[config.mk]
export PLATFORM = sky130hd
export DESIGN_NAME = archive_directory_record_parser
export DESIGN_NICKNAME = d
export VERILOG_FILES = /design/src/hw/rtl/adrp_pkg.sv /design/src/hw/rtl/archive_directory_record_parser.sv /design/src/hw/rtl/adrp_front.sv /design/src/hw/rtl/adrp_event_queue.sv /design/src/hw/rtl/adrp_back.sv
export SDC_FILE = /design/constraint.sdc
export NUM_CORES = 2
export LEC_CHECK = 0
export CORE_MARGIN = 2
export CORE_UTILIZATION = 30
export CTS_CLUSTER_SIZE = 25
export DETAILED_ROUTE_END_ITERATION = 6
export DONT_BUFFER_PORTS = 1
export RECOVER_POWER = 25
export SYNTH_ARGS = -nofsm -noshare
export SYNTH_HDL_FRONTEND = slang
export SYNTH_SLANG_ARGS = --single-unit
[constraint.sdc]
create_clock -name i_clk -period 20.7 [get_ports i_clk]
set_input_delay 4.14 -clock i_clk [delete_from_list [all_inputs] [get_ports i_clk]]
set_output_delay 4.14 -clock i_clk [all_outputs]
set_load 0.005 [all_outputs]
[src/hw/rtl/adrp_pkg.sv]
// Shared types, constants and codes of the archive directory record parser.
package adrp_pkg;

    localparam int unsigned MAX_RECORDS   = 65536;
    localparam int unsigned MAX_DIRECTORY = 4194304;

    localparam int unsigned FIXED_PART = 17;
    localparam int unsigned MIN_NAME   = 2;
    localparam int unsigned MIN_STREAM = 14;
    localparam int unsigned MIN_FIRST  = 64;
    localparam int unsigned LOW_CHAR   = 32;

    localparam logic [2:0] ST_OK     = 3'd0;
    localparam logic [2:0] ST_TRUNC  = 3'd1;
    localparam logic [2:0] ST_NAME   = 3'd2;
    localparam logic [2:0] ST_CTRL   = 3'd3;
    localparam logic [2:0] ST_FIRST  = 3'd4;
    localparam logic [2:0] ST_GAP    = 3'd5;
    localparam logic [2:0] ST_RANGE  = 3'd6;
    localparam logic [2:0] ST_END    = 3'd7;

    localparam logic [1:0] CFG_RECORD_COUNT    = 2'd0;
    localparam logic [1:0] CFG_DIRECTORY_START = 2'd1;
    localparam logic [1:0] CFG_DIRECTORY_BYTES = 2'd2;

    typedef struct packed {
        logic [16:0] record_count;
        logic [31:0] directory_start;
        logic [22:0] directory_bytes;
    } t_config;

    // One record end or early stop, as the front part classified it.
    typedef struct packed {
        logic [15:0] record_number;
        logic [31:0] stream_offset;
        logic [31:0] comp_size;
        logic [31:0] raw_size;
        logic [31:0] byte_sum;
        logic [7:0]  name_length;
        logic [2:0]  status;
        logic        check;       // record passed front checks, back must finish it
        logic        first;
        logic        last;
        logic        pk_bad;
        logic        pos_bad;
        logic [32:0] stream_end;
    } t_event;

    typedef struct packed {
        logic [15:0] record_number;
        logic [31:0] stream_offset;
        logic [31:0] comp_size;
        logic [31:0] raw_size;
        logic [31:0] byte_sum;
        logic [7:0]  name_length;
        logic [47:0] raw_total;
        logic [2:0]  status;
        logic        last_record;
    } t_result;

endpackage

[src/hw/rtl/archive_directory_record_parser.sv]
// Top level: configuration registers, front part, event queue and back part.
// Throughput: one byte per cycle unless full; full rises only while two events wait.
// Path: the edge that takes a record's last byte writes its event to the event queue;
// the back part then writes its result to the result queue once that queue has room.
// Reset: synchronous, active low; clears all counters, queues and both stop flags,
// and loads record_count 1, directory_start 78, directory_bytes 19.
module archive_directory_record_parser (
    input  logic        i_clk,
    input  logic        i_rst_n,
    input  logic        push,
    output logic        full,
    input  logic [7:0]  i_dir_byte,
    output logic        empty,
    input  logic        pop,
    output logic [15:0] o_record_number,
    output logic [31:0] o_stream_offset,
    output logic [31:0] o_comp_size,
    output logic [31:0] o_raw_size,
    output logic [31:0] o_byte_sum,
    output logic [7:0]  o_name_length,
    output logic [47:0] o_raw_total,
    output logic [2:0]  o_status,
    output logic        o_last_record,
    input  logic        i_cfg_we,
    input  logic [1:0]  i_cfg_index,
    input  logic [31:0] i_cfg_data
);

    adrp_pkg::t_config r_cfg;
    adrp_pkg::t_event  fe_ev;
    adrp_pkg::t_event  q_ev;
    adrp_pkg::t_result res;
    logic              fe_push;
    logic              q_valid;
    logic              q_full;
    logic              q_pop;
    logic              in_beat;

    assign in_beat = push && !q_full;
    assign full    = q_full;

    always_ff @(posedge i_clk) begin
        if (!i_rst_n) begin
            r_cfg.record_count    <= 17'd1;
            r_cfg.directory_start <= 32'd78;
            r_cfg.directory_bytes <= 23'd19;
        end else if (i_cfg_we) begin
            unique case (i_cfg_index)
                adrp_pkg::CFG_RECORD_COUNT:    r_cfg.record_count    <= i_cfg_data[16:0];
                adrp_pkg::CFG_DIRECTORY_START: r_cfg.directory_start <= i_cfg_data;
                adrp_pkg::CFG_DIRECTORY_BYTES: r_cfg.directory_bytes <= i_cfg_data[22:0];
                default: ;
            endcase
        end
    end

    adrp_front u_front (
        .i_clk      (i_clk),
        .i_rst_n    (i_rst_n),
        .i_cfg      (r_cfg),
        .i_valid    (in_beat),
        .i_dir_byte (i_dir_byte),
        .o_ev_push  (fe_push),
        .o_ev       (fe_ev)
    );

    adrp_event_queue u_queue (
        .i_clk   (i_clk),
        .i_rst_n (i_rst_n),
        .i_push  (fe_push),
        .i_ev    (fe_ev),
        .i_pop   (q_pop),
        .o_ev    (q_ev),
        .o_valid (q_valid),
        .o_full  (q_full)
    );

    adrp_back u_back (
        .i_clk             (i_clk),
        .i_rst_n           (i_rst_n),
        .i_directory_start (r_cfg.directory_start),
        .i_ev_valid        (q_valid),
        .i_ev              (q_ev),
        .o_ev_pop          (q_pop),
        .i_pop             (pop),
        .o_empty           (empty),
        .o_result          (res)
    );

    assign o_record_number  = res.record_number;
    assign o_stream_offset  = res.stream_offset;
    assign o_comp_size      = res.comp_size;
    assign o_raw_size       = res.raw_size;
    assign o_byte_sum       = res.byte_sum;
    assign o_name_length    = res.name_length;
    assign o_raw_total      = res.raw_total;
    assign o_status         = res.status;
    assign o_last_record    = res.last_record;

    a_pop_needs_event: assert property (@(posedge i_clk) disable iff (!i_rst_n)
        q_pop |-> q_valid)
        else $error("event popped from empty queue");

    a_push_has_room: assert property (@(posedge i_clk) disable iff (!i_rst_n)
        fe_push |-> !q_full)
        else $error("front pushed an event into a full queue");

    a_error_is_last: assert property (@(posedge i_clk) disable iff (!i_rst_n)
        (!empty && o_status != adrp_pkg::ST_OK) |-> o_last_record)
        else $error("error result not marked last");

    a_nothing_after_last: assert property (@(posedge i_clk) disable iff (!i_rst_n)
        (pop && !empty && o_last_record) |=> empty)
        else $error("result queued after the final result");

endmodule

[src/hw/rtl/adrp_front.sv]
// Front part: takes directory bytes, assembles record fields and classifies record ends.
module adrp_front (
    input  logic                i_clk,
    input  logic                i_rst_n,
    input  adrp_pkg::t_config   i_cfg,
    input  logic                i_valid,
    input  logic [7:0]          i_dir_byte,
    output logic                o_ev_push,
    output adrp_pkg::t_event    o_ev
);

    logic [8:0]  r_k,     n_k;
    logic [31:0] r_shift, n_shift;
    logic [31:0] r_off,   n_off;
    logic [31:0] r_pk,    n_pk;
    logic [31:0] r_unp,   n_unp;
    logic [31:0] r_sum,   n_sum;
    logic [7:0]  r_nl,    n_nl;
    logic        r_ctrl,  n_ctrl;
    logic [22:0] r_pos,   n_pos;
    logic [16:0] r_idx,   n_idx;
    logic        r_done,  n_done;

    logic [16:0] count_sat;
    logic [22:0] size_sat;
    logic [23:0] size_x;
    logic [23:0] pos_x;
    logic [23:0] pos1;
    logic [23:0] remaining;
    logic [23:0] left_after;
    logic        trunc;
    logic        last;
    logic        pk_bad;
    logic        name_more;
    logic [31:0] shift_n;

    assign count_sat  = i_cfg.record_count[16] ? 17'(adrp_pkg::MAX_RECORDS)
                                               : i_cfg.record_count;
    assign size_sat   = (i_cfg.directory_bytes > 23'(adrp_pkg::MAX_DIRECTORY))
                        ? 23'(adrp_pkg::MAX_DIRECTORY) : i_cfg.directory_bytes;
    assign size_x     = {1'b0, size_sat};
    assign pos_x      = {1'b0, r_pos};
    assign pos1       = pos_x + 24'd1;
    assign remaining  = (size_x > pos_x) ? size_x - pos_x : 24'd0;
    assign left_after = (size_x > pos1) ? size_x - pos1 : 24'd0;
    assign trunc      = remaining < 24'(adrp_pkg::FIXED_PART + adrp_pkg::MIN_NAME);
    assign last       = ({1'b0, r_idx} + 18'd1) >= {1'b0, count_sat};
    // offset past the start short-circuits the wrapped difference
    assign pk_bad     = (r_pk < 32'(adrp_pkg::MIN_STREAM))
                     || (r_off > i_cfg.directory_start)
                     || (r_pk > (i_cfg.directory_start - r_off));
    assign name_more  = r_k < ({1'b0, r_nl} + 9'(adrp_pkg::FIXED_PART - 1));
    assign shift_n    = {i_dir_byte, r_shift[31:8]};

    always_comb begin
        n_k     = r_k;
        n_shift = r_shift;
        n_off   = r_off;
        n_pk    = r_pk;
        n_unp   = r_unp;
        n_sum   = r_sum;
        n_nl    = r_nl;
        n_ctrl  = r_ctrl;
        n_pos   = r_pos;
        n_idx   = r_idx;
        n_done  = r_done;

        o_ev_push           = 1'b0;
        o_ev.record_number  = r_idx[15:0];
        o_ev.stream_offset  = r_off;
        o_ev.comp_size      = r_pk;
        o_ev.raw_size       = r_unp;
        o_ev.byte_sum       = r_sum;
        o_ev.name_length    = r_nl;
        o_ev.status         = adrp_pkg::ST_OK;
        o_ev.check          = 1'b0;
        o_ev.first          = (r_idx == 17'd0);
        o_ev.last           = last;
        o_ev.pk_bad         = pk_bad;
        o_ev.pos_bad        = (pos1 != size_x);
        o_ev.stream_end     = {1'b0, r_off} + {1'b0, r_pk};

        if (i_valid && !r_done) begin
            if (count_sat == 17'd0 || (r_k == 9'd0 && trunc)) begin
                o_ev_push          = 1'b1;
                o_ev.stream_offset = '0;
                o_ev.comp_size     = '0;
                o_ev.raw_size      = '0;
                o_ev.byte_sum      = '0;
                o_ev.name_length   = '0;
                o_ev.status        = (count_sat == 17'd0) ? adrp_pkg::ST_END
                                                          : adrp_pkg::ST_TRUNC;
                o_ev.last          = 1'b1;
                n_done             = 1'b1;
            end else begin
                if (r_k == 9'd0) begin
                    n_ctrl = 1'b0;
                end
                n_shift = shift_n;
                case (r_k)
                    9'd3:    n_off = shift_n;
                    9'd7:    n_pk  = shift_n;
                    9'd11:   n_unp = shift_n;
                    9'd15:   n_sum = shift_n;
                    default: ;
                endcase
                n_pos = pos1[22:0];
                n_k   = r_k + 9'd1;

                if (r_k == 9'(adrp_pkg::FIXED_PART - 1)) begin
                    n_nl = i_dir_byte;
                    if (i_dir_byte < 8'(adrp_pkg::MIN_NAME)
                        || left_after < {16'd0, i_dir_byte}) begin
                        o_ev_push        = 1'b1;
                        o_ev.name_length = i_dir_byte;
                        o_ev.status      = adrp_pkg::ST_NAME;
                        o_ev.last        = 1'b1;
                        n_done           = 1'b1;
                    end
                end else if (r_k >= 9'(adrp_pkg::FIXED_PART)) begin
                    if (name_more) begin
                        if (i_dir_byte < 8'(adrp_pkg::LOW_CHAR)) begin
                            n_ctrl = 1'b1;
                        end
                    end else begin
                        // terminator byte closes the record
                        o_ev_push = 1'b1;
                        if (i_dir_byte != 8'd0) begin
                            o_ev.status = adrp_pkg::ST_NAME;
                            o_ev.last   = 1'b1;
                            n_done      = 1'b1;
                        end else if (r_ctrl) begin
                            o_ev.status = adrp_pkg::ST_CTRL;
                            o_ev.last   = 1'b1;
                            n_done      = 1'b1;
                        end else if (r_idx == 17'd0 && r_off < 32'(adrp_pkg::MIN_FIRST)) begin
                            o_ev.status = adrp_pkg::ST_FIRST;
                            o_ev.last   = 1'b1;
                            n_done      = 1'b1;
                        end else begin
                            o_ev.check = 1'b1;
                            if (last) begin
                                n_done = 1'b1;
                            end else begin
                                n_idx = r_idx + 17'd1;
                                n_k   = 9'd0;
                            end
                        end
                    end
                end
            end
        end
    end

    always_ff @(posedge i_clk) begin
        if (!i_rst_n) begin
            r_k    <= '0;
            r_ctrl <= 1'b0;
            r_pos  <= '0;
            r_idx  <= '0;
            r_done <= 1'b0;
        end else begin
            r_k    <= n_k;
            r_ctrl <= n_ctrl;
            r_pos  <= n_pos;
            r_idx  <= n_idx;
            r_done <= n_done;
        end
    end

    always_ff @(posedge i_clk) begin
        r_shift <= n_shift;
        r_off   <= n_off;
        r_pk    <= n_pk;
        r_unp   <= n_unp;
        r_sum   <= n_sum;
        r_nl    <= n_nl;
    end

endmodule

[src/hw/rtl/adrp_event_queue.sv]
// Two-entry queue of classified record events between front and back parts.
module adrp_event_queue (
    input  logic                i_clk,
    input  logic                i_rst_n,
    input  logic                i_push,
    input  adrp_pkg::t_event    i_ev,
    input  logic                i_pop,
    output adrp_pkg::t_event    o_ev,
    output logic                o_valid,
    output logic                o_full
);

    adrp_pkg::t_event r_mem [2];
    logic             r_wp, n_wp;
    logic             r_rp, n_rp;
    logic [1:0]       r_cnt, n_cnt;
    logic             do_push;
    logic             do_pop;

    assign o_valid = (r_cnt != 2'd0);
    assign o_full  = (r_cnt == 2'd2);
    assign o_ev    = r_mem[r_rp];
    assign do_push = i_push && !o_full;
    assign do_pop  = i_pop && o_valid;

    always_comb begin
        n_wp  = do_push ? ~r_wp : r_wp;
        n_rp  = do_pop  ? ~r_rp : r_rp;
        n_cnt = r_cnt + {1'b0, do_push} - {1'b0, do_pop};
    end

    always_ff @(posedge i_clk) begin
        if (!i_rst_n) begin
            r_wp  <= 1'b0;
            r_rp  <= 1'b0;
            r_cnt <= '0;
        end else begin
            r_wp  <= n_wp;
            r_rp  <= n_rp;
            r_cnt <= n_cnt;
        end
    end

    always_ff @(posedge i_clk) begin
        if (do_push) begin
            r_mem[r_wp] <= i_ev;
        end
    end

endmodule

[src/hw/rtl/adrp_back.sv]
// Back part: cross-record checks, running total and the result queue.
module adrp_back (
    input  logic                i_clk,
    input  logic                i_rst_n,
    input  logic [31:0]         i_directory_start,
    input  logic                i_ev_valid,
    input  adrp_pkg::t_event    i_ev,
    output logic                o_ev_pop,
    input  logic                i_pop,
    output logic                o_empty,
    output adrp_pkg::t_result   o_result
);

    adrp_pkg::t_result r_mem [2];
    logic              r_wp, r_rp;
    logic [1:0]        r_cnt;
    logic [32:0]       r_next, n_next;
    logic [47:0]       r_total, n_total;
    logic              r_done, n_done;

    adrp_pkg::t_result res;
    logic              res_push;
    logic              out_pop;
    logic [47:0]       sum;

    assign o_empty  = (r_cnt == 2'd0);
    assign o_result = r_mem[r_rp];
    assign out_pop  = i_pop && !o_empty;
    // once stopped, leftover events are drained and dropped
    assign o_ev_pop = i_ev_valid && (r_done || r_cnt != 2'd2);
    assign sum      = r_total + {16'd0, i_ev.raw_size};

    always_comb begin
        n_next   = r_next;
        n_total  = r_total;
        n_done   = r_done;
        res_push = 1'b0;

        res.record_number  = i_ev.record_number;
        res.stream_offset  = i_ev.stream_offset;
        res.comp_size      = i_ev.comp_size;
        res.raw_size       = i_ev.raw_size;
        res.byte_sum       = i_ev.byte_sum;
        res.name_length    = i_ev.name_length;
        res.raw_total      = r_total;
        res.status         = i_ev.status;
        res.last_record    = i_ev.last;

        if (i_ev.check) begin
            if (!i_ev.first && {1'b0, i_ev.stream_offset} != r_next) begin
                res.status      = adrp_pkg::ST_GAP;
                res.last_record = 1'b1;
            end else if (i_ev.pk_bad) begin
                res.status      = adrp_pkg::ST_RANGE;
                res.last_record = 1'b1;
            end else begin
                res.raw_total = sum;
                if (i_ev.last && (i_ev.pos_bad
                    || i_ev.stream_end != {1'b0, i_directory_start})) begin
                    res.status = adrp_pkg::ST_END;
                end
            end
        end

        if (o_ev_pop && !r_done) begin
            res_push = 1'b1;
            if (res.last_record) begin
                n_done = 1'b1;
            end
            if (i_ev.check && res.status != adrp_pkg::ST_GAP
                && res.status != adrp_pkg::ST_RANGE) begin
                n_next  = i_ev.stream_end;
                n_total = sum;
            end
        end
    end

    always_ff @(posedge i_clk) begin
        if (!i_rst_n) begin
            r_wp    <= 1'b0;
            r_rp    <= 1'b0;
            r_cnt   <= '0;
            r_next  <= '0;
            r_total <= '0;
            r_done  <= 1'b0;
        end else begin
            r_wp    <= res_push ? ~r_wp : r_wp;
            r_rp    <= out_pop  ? ~r_rp : r_rp;
            r_cnt   <= r_cnt + {1'b0, res_push} - {1'b0, out_pop};
            r_next  <= n_next;
            r_total <= n_total;
            r_done  <= n_done;
        end
    end

    always_ff @(posedge i_clk) begin
        if (res_push) begin
            r_mem[r_wp] <= res;
        end
    end

endmodule

Word level (Yosys, flattened, before mapping)
Memories as Yosys holds them, arrays and structs flattened. A register that Yosys moved wholly into a read port is not among the register bits.
Cells that the tools add are included.
Storage, ports and cells
  output and inout bits: 206
  memories: 2
  register bits: 381
  RAM bits: 794
  logic and storage cells: 199
  input bits: 47
Operators by class
  reductions and logical operators: 46
  order comparisons: 14
  add/sub/neg operators: 14
  muxes and demuxes: 73
  equality and inequality tests: 16
  bitwise logic cells: 11
Memories
  u_back.r_mem: depth 2, bits a word 204, rd ports 1, clocked after Yosys merged registers in 1, wr ports 1, RTL line adrp_back.sv:14  | adrp_pkg::t_result r_mem [2];
  u_queue.r_mem: depth 2, bits a word 193, rd ports 1, clocked after Yosys merged registers in 1, wr ports 1, RTL line adrp_event_queue.sv:13  | adrp_pkg::t_event r_mem [2];
Operators by type and width (count)
  $mux W140: 1
  $mux W128: 1
  $mux W48: 2
  $gt A32 B32 Y1: 2
  $mux W9: 7
  $mux W52: 1
  $add A48 B32 Y48: 1
  $mux W24: 2
  $mux W1: 44
  $logic_not A17 Y1: 2
  $add A32 B32 Y33: 1
  $ne A32 B33 Y1: 1
  $ne A33 B32 Y1: 1
  $lt A32 B4 Y1 const B: 1
  $lt A32 B7 Y1 const B: 1
  $sub A32 B32 Y32: 1
  $add A23 B1 Y24 const B: 1
  $gt A23 B24 Y1: 1
  $lt A24 B5 Y1 const B: 1
  $lt A24 B8 Y1: 1
  $ne A24 B23 Y1: 1
  $sub A23 B23 Y24: 1
  $sub A23 B24 Y24: 1
  $gt A23 B23 Y1: 1
  other kinds (41): 97

Longest topological paths before layout
  depth after elaboration: 13
  depth in mapped cells: 33
  mapped depth without buffers: 31

By module
Synthesis repeated with hierarchy kept, for this count alone.
Unflattened totals
  cell total of the unflattened synthesis: 4372
  area, all modules: 55381.9 µm²
By module, submodules not included
  adrp_back: cells each 1541, times used 1, sequential area each 13993.4 µm², area each 21201.6 µm²
  adrp_front: cells each 1927, times used 1, sequential area each 5825.6 µm², area each 17165.2 µm²
  adrp_event_queue: cells each 626, times used 1, sequential area each 11691.2 µm², area each 14214.9 µm²
  archive_directory_record_parser: cells each 278, times used 1, sequential area each 1441.4 µm², area each 2800.2 µm²

Worst setup path after synthesis
No wires, ideal clock.
  kind: input to register
  start: input i_dir_byte[2]
  end: memory u_queue.r_mem[0][0] (netlist name), enable pin
  path buffers: 0
  library setup time: 773 ps
  path slack: 4509 ps
  required time: 19927 ps
  data arrival time: 15419 ps
  stages on the path: 14
  path through: inv_1 ha_1 a21oi_1 o22ai_1 nor3_1 o21ai_0 or4_1 a311o_1 a221oi_1 nand4_1 or4_1 a31o_2 a31oi_1 nor2b_1
On the way
  longest elaborated chain between the ends: 9
Ends and longest elaborated chain
  from (decl): RTL line archive_directory_record_parser.sv:12  | input logic [7:0] i_dir_byte,
  $lt A24 B8 Y1 / $lt A8 B2 Y1 (equally long branches): RTL line adrp_front.sv:113, adrp_front.sv:112
  $logic_or A1 B1 Y1 *: RTL line adrp_front.sv:113  | || left_after < {16'd0, i_dir_byte}) begin
  $mux W1 *: RTL line adrp_front.sv:112  | if (i_dir_byte < 8'(adrp_pkg::MIN_NAME)
  $mux W1 *: RTL line adrp_front.sv:110  | if (r_k == 9'(adrp_pkg::FIXED_PART - 1)) begin
  $mux W1 *: RTL line adrp_front.sv:84  | if (count_sat == 17'd0 || (r_k == 9'd0 && trunc)) begin
  $mux W1 *: RTL line adrp_front.sv:83  | if (i_valid && !r_done) begin
  $logic_and A1 B1 Y1 *: RTL line adrp_event_queue.sv:23  | assign do_push = i_push && !o_full;
  $mux W1 *: RTL line adrp_event_queue.sv:45  | if (do_push) begin
  $mux W1 (implied by the code) *: RTL line adrp_event_queue.sv:46  | r_mem[r_wp] <= i_ev;
  to (decl): RTL line adrp_event_queue.sv:13
Every way passes the cells marked *; elsewhere a longest branch is shown, timed or not.

==> run summary <==
Post-CTS repair changed the size of 0 cells. At the worst endpoint, the required time is 21,360 ps. The largest voltage drop on the vdd net was 0.06539 mV. The mean post-synth cell area was 12.87 µm². The synthesized design spends more area on one cell type than any other, namely sky130_fd_sc_hd__edfxtp_1. For this run the aggregate overflow at the end of global routing stands at 0. The tools report the relative slew slack as -1.644. Entering global routing, the biggest net connects 128 pins. The detailed router finished its first iteration with 2,397 violations.

The critical path is of the reg -> reg type. Across the run, the number of max-cap violations was 7. The area share of the largest cell type after synthesis is 0.5275. The total power density per cell area was 115.1 nW/µm²; the worst path arrival time was 11,160 ps. The logs give 4,485 for the synthesized net count and 0 for the number of setup buffers added after CTS. The mapped netlist covers 54,310 µm². After detailed routing, the wire length on met1 is 62,250 µm. The number of slew-limit violations in the final report is 308, and the effective utilization at floorplan is 0.3011. The highest layer touched by signal routing is met5.

The routability congestion estimate from global placement was 0.9121; the transition at the pin with the smallest max-transition slack was 3965 ps. The number of cells on the worst reg-to-reg path is 15. From left edge to right edge, the die measures 429.5 µm. The CTS clock-pin slew for the worst setup and hold paths is 60 ps. The final hold violation count is 0, and the count of cell types in the netlist is 93. The overall routing resource usage is 0.1589.

The area growth from synthesis to layout is 12.49%. For the maximum clock rate, the log shows 0.09522 GHz. For the worst-skew pair, the clock arrives at the later sink with an insertion delay of 760 ps. The analysis attributes to cell leakage a power of 21.36 nW. Once placement completed, the tool counted placed cells totaling 6,458. The type of element launching the critical path was a register.

Worst hold-check path type: reg -> reg. After detailed routing, the number of vias per cell comes to 4.961. The tools report the number of detailed-routing iterations run before antenna repair as 6.

The run gives 3 as the number of levels the H-tree was split into. For this block, the via count after detailed routing is 33,220. The first global-routing pass estimated 218,700 µm of wire. The worst path needs 10,500 ps of the cycle, external delays included. On the worst path, the slowest cell contributes a delay of 2870 ps. Synthesis produced a netlist whose cell count is 4,220. In the final design database the tool counted 4,474 nets. The dominant cell type by count on the critical path is sky130_fd_sc_hd__buf_4. The longest clock path from root to sink contains 3 buffers. The number of CTS-inserted buffers is 119, and the die area is 184,400 µm².

The final hold slack is 466.6 ps. The tools report the footprint of the multi-input gates as 20,140 µm². The run gives 17 as the number of antenna violations at the first check in global routing.

The logs give 151,000 µm for the detailed-route wire length and 0 for the DRC violation count after routing. Sequential-to-total area share from yosys stat: 0.6068. The most used flip-flop cell after synthesis was sky130_fd_sc_hd__edfxtp_1.

For this design, the CTS-stage hold fixing added 0 buffers. The top cell types in the final layout, fill and taps aside, are sky130_fd_sc_hd__edfxtp_1, sky130_fd_sc_hd__nand2_1, sky130_fd_sc_hd__mux2_2. Yosys mapped a number of flops with a built-in enable equal to 954. After synthesis, the cell types taking the most area are sky130_fd_sc_hd__edfxtp_1, sky130_fd_sc_hd__dfxtp_1, sky130_fd_sc_hd__mux2_2. Row generation in the floorplan step produced 156 rows. The checks that failed: max-capacitance violations, max-slew violations. The cell with the largest stage delay on the worst path is sky130_fd_sc_hd__clkbuf_1. For the total power of the final layout, the log shows 7.031 mW. The number of antenna-violating nets in the routed design was 0; the final setup violation count was 0. After floorplanning, the core was sized to cover 180,400 µm². Registers take 32,960 µm². For this design, the sink count on the clock tree is 1,169. The clock tree skew after final layout was 77.38 ps; the number of I/O pins was 253.

Number of global-route vias before repair: 32,480. From bottom edge to top edge, the die measures 429.5 µm. Setup repair after global routing left no endpoint under its margin.

The fraction of layout cells with a size suffix above 1 is 0.1210. For this run, the number of Yosys warnings is 0. Count of buffers from port buffering: 0. TritonCTS built the clock tree. Share of the clock period used by the worst path after layout: 0.5074. The routed design uses 75,420 µm of met2 wire. The mean routed wirelength per cell works out to 22.55 µm.

Cell at the root of the clock tree: sky130_fd_sc_hd__clkbuf_16. The end of the worst register-to-register path is u_back.r_total[31]. After the flow finishes, the layout carries non-filler instances totaling 6,696. The number of fillers in the final layout is 17,780. The setup check on the worst reg-to-reg path leaves a slack of 10,200 ps.

The estimated wirelength of the detail-placed design was 109,000 µm; the proportion of synthesized flip-flops having asynchronous set or reset was 0. The worst setup path is captured at a register. The critical path goes through clkbuf_1 > buf_4 > mux2_2 > xor2_1 > nor4_1 > nand4_1 > nor4_1 > a221oi_1 > nand2b_1 > nand2b_2 > buf_4 > a311oi_4 > buf_4 > nand2_1 > o32ai_1. The library cell used most frequently in the layout, excluding fill and tap cells, is sky130_fd_sc_hd__edfxtp_1. The routed design uses 9138 µm of met3 wire.

Along the worst path, the maximum fanout reaches 76. The run gives 0 ps as the final-layout setup total negative slack. In this run the worst setup path terminates at u_back.r_total[31]. The post-synthesis sequential element count is 1,169. The flow ran to the end, but the final reports show violations.
## cell families (layout without fill, tap and decap cells)
group,count (synthesis),count (layout),share of synthesized area
AO/OA/AOI/OAI,687,687,0.08085
buffers and inverters,309,403,0.02322
flip-flops,1169,1169,0.6068
AND/OR/NAND/NOR,1119,1119,0.1034
XOR/XNOR,269,269,0.04338
multiplexers,448,448,0.09128
other,0,12,0
adder cells (fa/ha/maj),219,219,0.05110
## routing by layer
layer  GRT usage  up-vias
li1            -    15620
met2      0.2754      844
met5           0        -
met1      0.1974    16540
met3     0.03356      210
met4     0.04901        4
## synthesized netlist by cell type (24+ instances only)
cell type and n:
sky130_fd_sc_hd__edfxtp_1 954, sky130_fd_sc_hd__mux2_2 378, sky130_fd_sc_hd__nand2_1 309, sky130_fd_sc_hd__nor2_1 249, sky130_fd_sc_hd__a21oi_1 228, sky130_fd_sc_hd__dfxtp_1 215, sky130_fd_sc_hd__ha_1 213, sky130_fd_sc_hd__xnor2_1 148
sky130_fd_sc_hd__inv_1 142, sky130_fd_sc_hd__nor2b_1 133, sky130_fd_sc_hd__o21ai_0 124, sky130_fd_sc_hd__xor2_1 121, sky130_fd_sc_hd__clkbuf_1 101, sky130_fd_sc_hd__a21o_1 80, sky130_fd_sc_hd__nand3_1 71, sky130_fd_sc_hd__mux2i_1 70
sky130_fd_sc_hd__nand2b_1 61, sky130_fd_sc_hd__nor4_1 53, sky130_fd_sc_hd__a211oi_1 46, sky130_fd_sc_hd__nand4_1 41, sky130_fd_sc_hd__buf_2 38, sky130_fd_sc_hd__nor3_1 36, sky130_fd_sc_hd__or3_1 34, sky130_fd_sc_hd__and2_1 30
sky130_fd_sc_hd__and3_1 29, sky130_fd_sc_hd__o21a_1 25, sky130_fd_sc_hd__a31oi_1 24
## worst max-delay path, delay by kind of cell, from the launching register on
family | cells | cell delay [ps]
simple gates | 6 | 1790
flops | 1 | 1520
buf+inv | 4 | 5000
compound gates | 3 | 1210
xor+xnor | 1 | 180
mux | 1 | 510
## sequential cells by signal, indices dropped and copies added (netlist names), 2 cells and up, named ones only
name / cells
u_front.r_pk: 32
u_front.r_unp: 32
u_front.r_nl: 8
r_cfg: 72
u_queue.r_mem: 386
u_back.r_next: 33
u_front.r_sum: 32
u_back.r_cnt: 2
u_back.r_mem: 408
u_front.r_k: 9
u_front.r_pos: 23
u_front.r_idx: 17
u_front.r_shift: 24
u_front.r_off: 32
u_back.r_total: 48
u_queue.r_cnt: 2
## worst min-delay path by stage
stage / endpoint / slack, ps / cells past startpoint / from
floorplan: u_queue.r_mem[0][189] / 420 / 0 / u_front.r_idx[12]
global placement: r_cfg[13] / 460 / 2 / r_cfg[13]
detailed placement: r_cfg[7] / 460 / 2 / r_cfg[7]
CTS: r_cfg[7] / 470 / 2 / r_cfg[7]
global route: r_cfg[19] / 490 / 2 / r_cfg[19]
finish: r_cfg[7] / 470 / 2 / r_cfg[7]
## power breakdown
part / switching (mW) / leakage (nW) / internal [mW]
combinational: 1.02 / 8.82 / 0.515
clock: 0.933 / 2.04 / 1.32
sequential: 0.150 / 10.5 / 3.09
## cell type report
cell class / count / area share
Multi-Input combinational cell: 2742 / 0.3297
Clock buffer: 173 / 0.05792
Timing Repair Buffer: 34 / 0.004219
Sequential cell: 1169 / 0.5395
Tap cell: 2370 / 0.04854
Clock inverter: 53 / 0.01077
Antenna cell: 12 / 0.0004916
Inverter: 143 / 0.008869
## per-stage QoR
stage,utilization,worst slack (ps),area (µm²)
after floorplan,-,4509,54310
after global placement,0.3154,10530,56890
after detailed placement,0.3154,10440,56890
after CTS,0.3387,10470,61080
after global routing,0.3386,9439,61070
final,0.3387,10200,61090
No activity file was read; power rests on OpenSTA's default activity.
